**config.mk**
```make
export PLATFORM = sky130hd
export DESIGN_NAME = ycbcr_to_rgb_dither_unit
export DESIGN_NICKNAME = d
export VERILOG_FILES = /design/src/hw/rtl/ycrgb_pkg.sv /design/src/hw/rtl/ycbcr_to_rgb_dither_unit.sv
export SDC_FILE = /design/constraint.sdc
export NUM_CORES = 1
export LEC_CHECK = 0
export BUFFER_PORTS_ARGS = -buffer_cell sky130_fd_sc_hd__buf_4
export CAP_MARGIN = 20
export CORE_ASPECT_RATIO = 1.75
export CORE_MARGIN = 2
export CORE_UTILIZATION = 23
export CTS_BUF_LIST = sky130_fd_sc_hd__clkbuf_16
export DETAILED_ROUTE_END_ITERATION = 8
export GPL_ROUTABILITY_DRIVEN = 0
export HOLD_SLACK_MARGIN = 0.1
export SLEW_MARGIN = 5
export SYNTH_ARGS = -nofsm -noshare
export SYNTH_HDL_FRONTEND = slang
export SYNTH_SLANG_ARGS = --single-unit
```
**constraint.sdc**
```tcl
create_clock -name clk -period 19.3 [get_ports clk]
set_input_delay 1.93 -clock clk [delete_from_list [all_inputs] [get_ports clk]]
set_output_delay 1.93 -clock clk [all_outputs]
set_load 0.1 [all_outputs]
```
**src/hw/rtl/ycrgb_pkg.sv**
```systemverilog
// Package for the YCbCr to RGB converter with ordered dither.
// Holds the BT.601 coefficients, the dither matrix and the per-channel finishing function.
// No dependencies.
package ycrgb_pkg;

	localparam int unsigned SAMPLE_W  = 8;
	localparam int unsigned PHASE_W   = 2;
	localparam int unsigned CHAN_W    = 8;
	localparam int unsigned DITHER_W  = 4;
	localparam int unsigned SUM_W     = 20;
	localparam int unsigned CFG_IDX_W = 1;
	localparam int unsigned CFG_DATA_W = 1;

	// Register indexes of the configuration port.
	localparam logic [CFG_IDX_W-1:0] REG_FOUR_BIT_MODE = 1'd0;
	localparam logic [CFG_IDX_W-1:0] REG_DITHER_ENABLE = 1'd1;

	localparam logic signed [SUM_W-1:0] COEF_Y     = 20'sd298;
	localparam logic signed [SUM_W-1:0] COEF_R_CR  = 20'sd409;
	localparam logic signed [SUM_W-1:0] COEF_G_CB  = 20'sd100;
	localparam logic signed [SUM_W-1:0] COEF_G_CR  = 20'sd208;
	localparam logic signed [SUM_W-1:0] COEF_B_CB  = 20'sd516;
	localparam logic signed [SUM_W-1:0] ROUND_HALF = 20'sd128;
	localparam logic signed [SUM_W-1:0] LUMA_OFS   = 20'sd16;
	localparam logic signed [SUM_W-1:0] CHROMA_OFS = 20'sd128;
	localparam logic [CHAN_W-1:0]       TOP_FOUR_MASK = 8'hF0;
	localparam logic [CHAN_W-1:0]       CHAN_MAX   = 8'hFF;

	localparam logic [DITHER_W-1:0] DITHER_MATRIX [4][4] = '{
		'{4'd15, 4'd7,  4'd13, 4'd5},
		'{4'd3,  4'd11, 4'd1,  4'd9},
		'{4'd12, 4'd4,  4'd14, 4'd6},
		'{4'd0,  4'd8,  4'd2,  4'd10}
	};

	// Floor shift by 8 and clamp to 0..255, then optional 4-bit mask and dither.
	function automatic logic [CHAN_W-1:0] finish_channel(
		input logic signed [SUM_W-1:0] sum,
		input logic                    four_bit,
		input logic                    dither_on,
		input logic [DITHER_W-1:0]     dith
	);
		logic [CHAN_W-1:0] v;
		logic [CHAN_W:0]   t;
		if (sum[SUM_W-1]) begin
			v = '0;
		end else if (|sum[SUM_W-2:CHAN_W+8]) begin
			v = CHAN_MAX;
		end else begin
			v = sum[CHAN_W+7:8];
		end
		if (four_bit) begin
			v = v & TOP_FOUR_MASK;
			if (dither_on) begin
				t = {1'b0, v} + {{(CHAN_W+1-DITHER_W){1'b0}}, dith};
				v = t[CHAN_W] ? CHAN_MAX : t[CHAN_W-1:0];
			end
		end
		return v;
	endfunction

endpackage

```
**src/hw/rtl/ycbcr_to_rgb_dither_unit.sv**
```systemverilog
// Top level of the BT.601 YCbCr to RGB converter with 4-bit mode and ordered dither.
// Depends on ycrgb_pkg for coefficients, the dither matrix and channel finishing.
//
// Usage:
//   Input channel (in_valid/in_ready) carries one pixel item: luma, chroma_blue,
//   chroma_red and the row and column phase of the pixel for the dither matrix.
//   Output channel (out_valid/out_ready) carries red, green and blue.
//   The configuration port writes four_bit_mode (index 0) and dither_enable
//   (index 1) at any edge where cfg_write is high; the user must make writes
//   only while idle; the block itself does not enforce it.
// Throughput: one item per cycle while out_ready stays high. The item goes into an
//   input register, through one pass of constant multiplies, sums and clamps, into
//   the output register, and is offered on the output from there.
// Stalls: when out_ready is low the output register holds its item; the input
//   register still takes one more item, after which in_ready falls until the
//   output is taken. in_ready depends combinationally on out_ready.
// Reset: arst_n clears both valid flags and both configuration registers.
module ycbcr_to_rgb_dither_unit (
	input  logic                               clk,
	input  logic                               arst_n,
	input  logic                               cfg_write,
	input  logic [ycrgb_pkg::CFG_IDX_W-1:0]    cfg_index,
	input  logic [ycrgb_pkg::CFG_DATA_W-1:0]   cfg_data,
	input  logic                               in_valid,
	output logic                               in_ready,
	input  logic [ycrgb_pkg::SAMPLE_W-1:0]     luma,
	input  logic [ycrgb_pkg::SAMPLE_W-1:0]     chroma_blue,
	input  logic [ycrgb_pkg::SAMPLE_W-1:0]     chroma_red,
	input  logic [ycrgb_pkg::PHASE_W-1:0]      row_phase,
	input  logic [ycrgb_pkg::PHASE_W-1:0]      col_phase,
	output logic                               out_valid,
	input  logic                               out_ready,
	output logic [ycrgb_pkg::CHAN_W-1:0]       red,
	output logic [ycrgb_pkg::CHAN_W-1:0]       green,
	output logic [ycrgb_pkg::CHAN_W-1:0]       blue
);
	import ycrgb_pkg::*;

	logic four_bit_mode_q;
	logic dither_enable_q;

	logic                valid_s1;
	logic [SAMPLE_W-1:0] luma_s1;
	logic [SAMPLE_W-1:0] cb_s1;
	logic [SAMPLE_W-1:0] cr_s1;
	logic [PHASE_W-1:0]  row_s1;
	logic [PHASE_W-1:0]  col_s1;

	logic              valid_s2;
	logic [CHAN_W-1:0] red_s2;
	logic [CHAN_W-1:0] green_s2;
	logic [CHAN_W-1:0] blue_s2;

	logic ready_s2;
	logic ready_s1;

	logic signed [SUM_W-1:0] c_term;
	logic signed [SUM_W-1:0] d_term;
	logic signed [SUM_W-1:0] e_term;
	logic signed [SUM_W-1:0] y_prod;
	logic signed [SUM_W-1:0] red_sum;
	logic signed [SUM_W-1:0] green_sum;
	logic signed [SUM_W-1:0] blue_sum;
	logic [DITHER_W-1:0]     dith;

	assign ready_s2 = !valid_s2 || out_ready;
	assign ready_s1 = !valid_s1 || ready_s2;
	assign in_ready = ready_s1;

	always_ff @(posedge clk or negedge arst_n) begin
		if (!arst_n) begin
			four_bit_mode_q <= 1'b0;
			dither_enable_q <= 1'b0;
		end else if (cfg_write) begin
			unique case (cfg_index)
				REG_FOUR_BIT_MODE: four_bit_mode_q <= cfg_data[0];
				REG_DITHER_ENABLE: dither_enable_q <= cfg_data[0];
				default: ;
			endcase
		end
	end

	always_ff @(posedge clk or negedge arst_n) begin
		if (!arst_n) begin
			valid_s1 <= 1'b0;
		end else if (ready_s1) begin
			valid_s1 <= in_valid;
		end
	end

	always_ff @(posedge clk) begin
		if (ready_s1 && in_valid) begin
			luma_s1 <= luma;
			cb_s1   <= chroma_blue;
			cr_s1   <= chroma_red;
			row_s1  <= row_phase;
			col_s1  <= col_phase;
		end
	end

	// Offsets removed, then the shared luma product feeds all three sums.
	always_comb begin
		c_term    = $signed({{(SUM_W-SAMPLE_W){1'b0}}, luma_s1}) - LUMA_OFS;
		d_term    = $signed({{(SUM_W-SAMPLE_W){1'b0}}, cb_s1}) - CHROMA_OFS;
		e_term    = $signed({{(SUM_W-SAMPLE_W){1'b0}}, cr_s1}) - CHROMA_OFS;
		y_prod    = COEF_Y * c_term;
		red_sum   = y_prod + COEF_R_CR * e_term + ROUND_HALF;
		green_sum = y_prod - COEF_G_CB * d_term - COEF_G_CR * e_term + ROUND_HALF;
		blue_sum  = y_prod + COEF_B_CB * d_term + ROUND_HALF;
		dith      = DITHER_MATRIX[row_s1][col_s1];
	end

	always_ff @(posedge clk or negedge arst_n) begin
		if (!arst_n) begin
			valid_s2 <= 1'b0;
		end else if (ready_s2) begin
			valid_s2 <= valid_s1;
		end
	end

	always_ff @(posedge clk) begin
		if (ready_s2 && valid_s1) begin
			red_s2   <= finish_channel(red_sum, four_bit_mode_q, dither_enable_q, dith);
			green_s2 <= finish_channel(green_sum, four_bit_mode_q, dither_enable_q, dith);
			blue_s2  <= finish_channel(blue_sum, four_bit_mode_q, dither_enable_q, dith);
		end
	end

	assign out_valid = valid_s2;
	assign red       = red_s2;
	assign green     = green_s2;
	assign blue      = blue_s2;

	// An item in the input register moves on whenever the output side has room.
	a_s1_advances: assert property (@(posedge clk) disable iff (!arst_n)
		valid_s1 && ready_s2 |=> valid_s2)
		else $error("input stage item was not moved to output stage");

	// The input side only stalls when both stages are full.
	a_stall_only_full: assert property (@(posedge clk) disable iff (!arst_n)
		!in_ready |-> valid_s1 && valid_s2)
		else $error("input stalled with a free stage");

	// Four-bit mode without dither leaves the low nibble of every channel clear.
	a_four_bit_mask: assert property (@(posedge clk) disable iff (!arst_n)
		valid_s1 && ready_s2 && four_bit_mode_q && !dither_enable_q |=>
		red_s2[3:0] == 4'd0 && green_s2[3:0] == 4'd0 && blue_s2[3:0] == 4'd0)
		else $error("four-bit mode result has low bits set");

	// A stalled result is not overwritten by the item behind it.
	a_hold_on_stall: assert property (@(posedge clk) disable iff (!arst_n)
		valid_s2 && !out_ready |=> valid_s2 && $stable(red_s2) && $stable(green_s2)
		&& $stable(blue_s2))
		else $error("stalled result was overwritten");

endmodule
```
==> results.txt <==
drt first pass iters -> 4
outcome -> finished clean
Post-synth EDFFs -> 52
All-Layer GR Usage -> 11.0%
Hold Path Origin -> valid_s1
num ports -> 61
largest net degree at the start of global routing -> 29
Critical Path End Type -> register
maximum clock frequency -> 0.123 GHz
Syn-to-layout area delta -> 13.6%
Yosys Warn Count -> 0
share of cells above drive strength 1 -> 8.68%
drt total wl -> 22.6 mm
synthesized net count -> 1,282
# rows -> 97
R2R Path Start -> luma_s1[4]
crit path from -> luma_s1[4]
final worst path period need -> 8110 ps
Die Span Y -> 269 um
GRT overflow -> 0
Die X-Extent -> 155 um
worst-margin pin slew -> 647 ps
drt initial violations -> 231
DRT antenna net count -> 0
Req. time, crit path -> 19,360 ps
post-synthesis compound-gate area fraction -> 12.6%
worst hold path type -> register to register
crit-path max FO -> 8
Adder-Cell Fraction of Synth Area -> 46.5%
max-capacitance violation count -> 0
Rel. slew slack -> 56.3%
worst r2r dst -> green[2]
post-synthesis sequential area ratio -> 18.0%
fin nets -> 1,351
Max clock buf depth -> 2
Final HPWL DP -> 20.1 mm
vias in the first global route -> 7,123
first-pass GRT wire length -> 35.5 mm
Vias -> 6,776
max incr delay on CP -> 550 ps
IO Port Bufs -> 60
slowest stage cell, crit path -> fa_1
final setup fails -> 0
Most used DFF post-synth -> edfxtp_1
H-Tree Depth -> 2
Post-CTS Setup Inserts -> 0
Clock Skew -> 13.1 ps
Clk Tree Root Cell -> clkbuf_16
CP most frequent cell -> ha_1
count of final hold-check violations -> 0
RSZ-0062 raised after global routing -> no
most frequent cells in the layout -> ha_1 (236), inv_1 (193), fa_1 (67)
initial antenna violation count -> 0
Core Box Area -> 39,800 um^2
CTS tree -> built
Initial Util -> 23.2%
Post-Synth XOR/XNOR Area -> 5.98%
worst setup path class -> register to register
Netlist cell types -> 56
Startpoint Class -> register
CP arrival -> 8160 ps
Post-Syn Area per Cell -> 9.78 um^2
final worst path period share -> 42.0%
commonest non-fill, non-tap cell in the layout -> ha_1
WHS Endpoint -> out_valid
# DRC -> 0
flops & latches, synth -> 56
mux contribution to synthesized area -> 0.569%
FFs w/ async S/R, synth -> 7.14%
Reg2Reg Setup Slack -> 11,190 ps
CTS Buf Count -> 5
gate count of the mapped netlist -> 944
Hold Crit Depth -> 1
Clock Sinks -> 56
CTS clk-pin slew, worst paths -> 90 ps
Post-CTS Resized -> 0
Worst Reg-to-Reg Cells -> 28
number of fill cells -> 4,200
Die ar. -> 41,800 um^2
Final Max Slew Viols -> 0
largest family of logic cells by synthesized area -> adder cells
fin util -> 26.3%
Syn Std Cell Area -> 9230 um^2
ANT cells -> 0
clk_lat worst skew -> 320 ps
Synth Area in Simple Gates -> 8.36%
hold_buf cts -> 0
post-DR vias/cell -> 4.49
wire length per cell -> 15.0 um
post-route setup TNS -> 0 ps
worst max-delay path by stage:
stage	end	depth (start not counted)
3_5_place_dp	green[0]	28
2_1_floorplan	green[0]	30
3_3_place_gp	green[0]	28
6_report	green[2]	28
4_1_cts	green[0]	28
5_1_grt	green[2]	29
critical path: cells and delay by family, from the launching register on:
kind	cells	cell delay, ps
xor+xnor	1	180
compound gates	11	2430
simple gates	2	660
fa+ha+maj	10	3670
buf+inv	4	510
flops	1	390
state kept, by name, summed over array words and instances, names as in the netlist:
signal           count
dither_enable_q      1
four_bit_mode_q      1
luma_s1              8
cr_s1                8
valid_s1             1
row_s1               2
blue                 8
out_valid            1
red                  8
cb_s1                8
col_s1               2
green                8
cells in the mapped netlist (7+ instances only):
cell | n | area (um^2)
ha_1 | 236 | 2950
inv_1 | 193 | 724
fa_1 | 67 | 1340
edfxtp_1 | 52 | 1560
a21oi_1 | 50 | 250
nor2_1 | 41 | 154
xnor2_1 | 41 | 359
a21o_1 | 26 | 195
nand2_1 | 24 | 90.1
o21ai_0 | 22 | 110
xor2_1 | 22 | 193
nor3_1 | 17 | 85.1
nand3_1 | 13 | 65.1
o21a_1 | 11 | 82.6
nor2b_1 | 10 | 62.6
o31ai_1 | 10 | 75.1
a31oi_1 | 9 | 56.3
o21bai_1 | 9 | 67.6
and2_1 | 7 | 43.8
nand2b_1 | 7 | 43.8
layer usage:
metal | vias up | track usage (%) | part of all wire (%)
met5 | - | 0 | 0
met4 | 0 | 6.79 | 5.9
met3 | 50 | 1.16 | 2.1
met2 | 107 | 23.3 | 59
met1 | 3240 | 9.61 | 33
li1 | 3379 | - | -
per-stage QoR:
stage / cell area [um^2] / cells / setup slack, ps / hold slack, ps
final: 10500 / 1509 / 11190 / 501
after global routing: 10500 / 1509 / 10650 / 532
after CTS: 10500 / 1508 / 11190 / 505
after detailed placement: 10300 / 1500 / 11240 / 493
after global placement: 10300 / 1500 / 11330 / 457
after floorplan: 9230 / 944 / 11600 / 449
cell families (layout without fill, tap and decap cells):
| kind of cell | count (synthesis) | count (layout) |
|---|---|---|
| adders and majority gates | 303 | 303 |
| and+or+nand+nor | 151 | 151 |
| muxes | 5 | 5 |
| DFF | 56 | 56 |
| AOI/OAI and AO/OA | 170 | 170 |
| buffers and inverters | 196 | 266 |
| xor gates and xnor gates | 63 | 63 |
cell type report:
| class | count | area (um^2) | share of cell area [%] |
|---|---|---|---|
| multi-input combinational | 692 | 6830 | 65.2 |
| sequential | 56 | 1660 | 15.8 |
| timing repair buffer | 65 | 495 | 4.72 |
| tap | 495 | 619 | 5.91 |
| clock buffer | 5 | 125 | 1.19 |
| inverter | 193 | 724 | 6.91 |
| clock inverter | 3 | 27.5 | 0.262 |
Power is not shown: default switching activity piles up to over one toggle a cycle in this logic, so the estimate is an artifact.
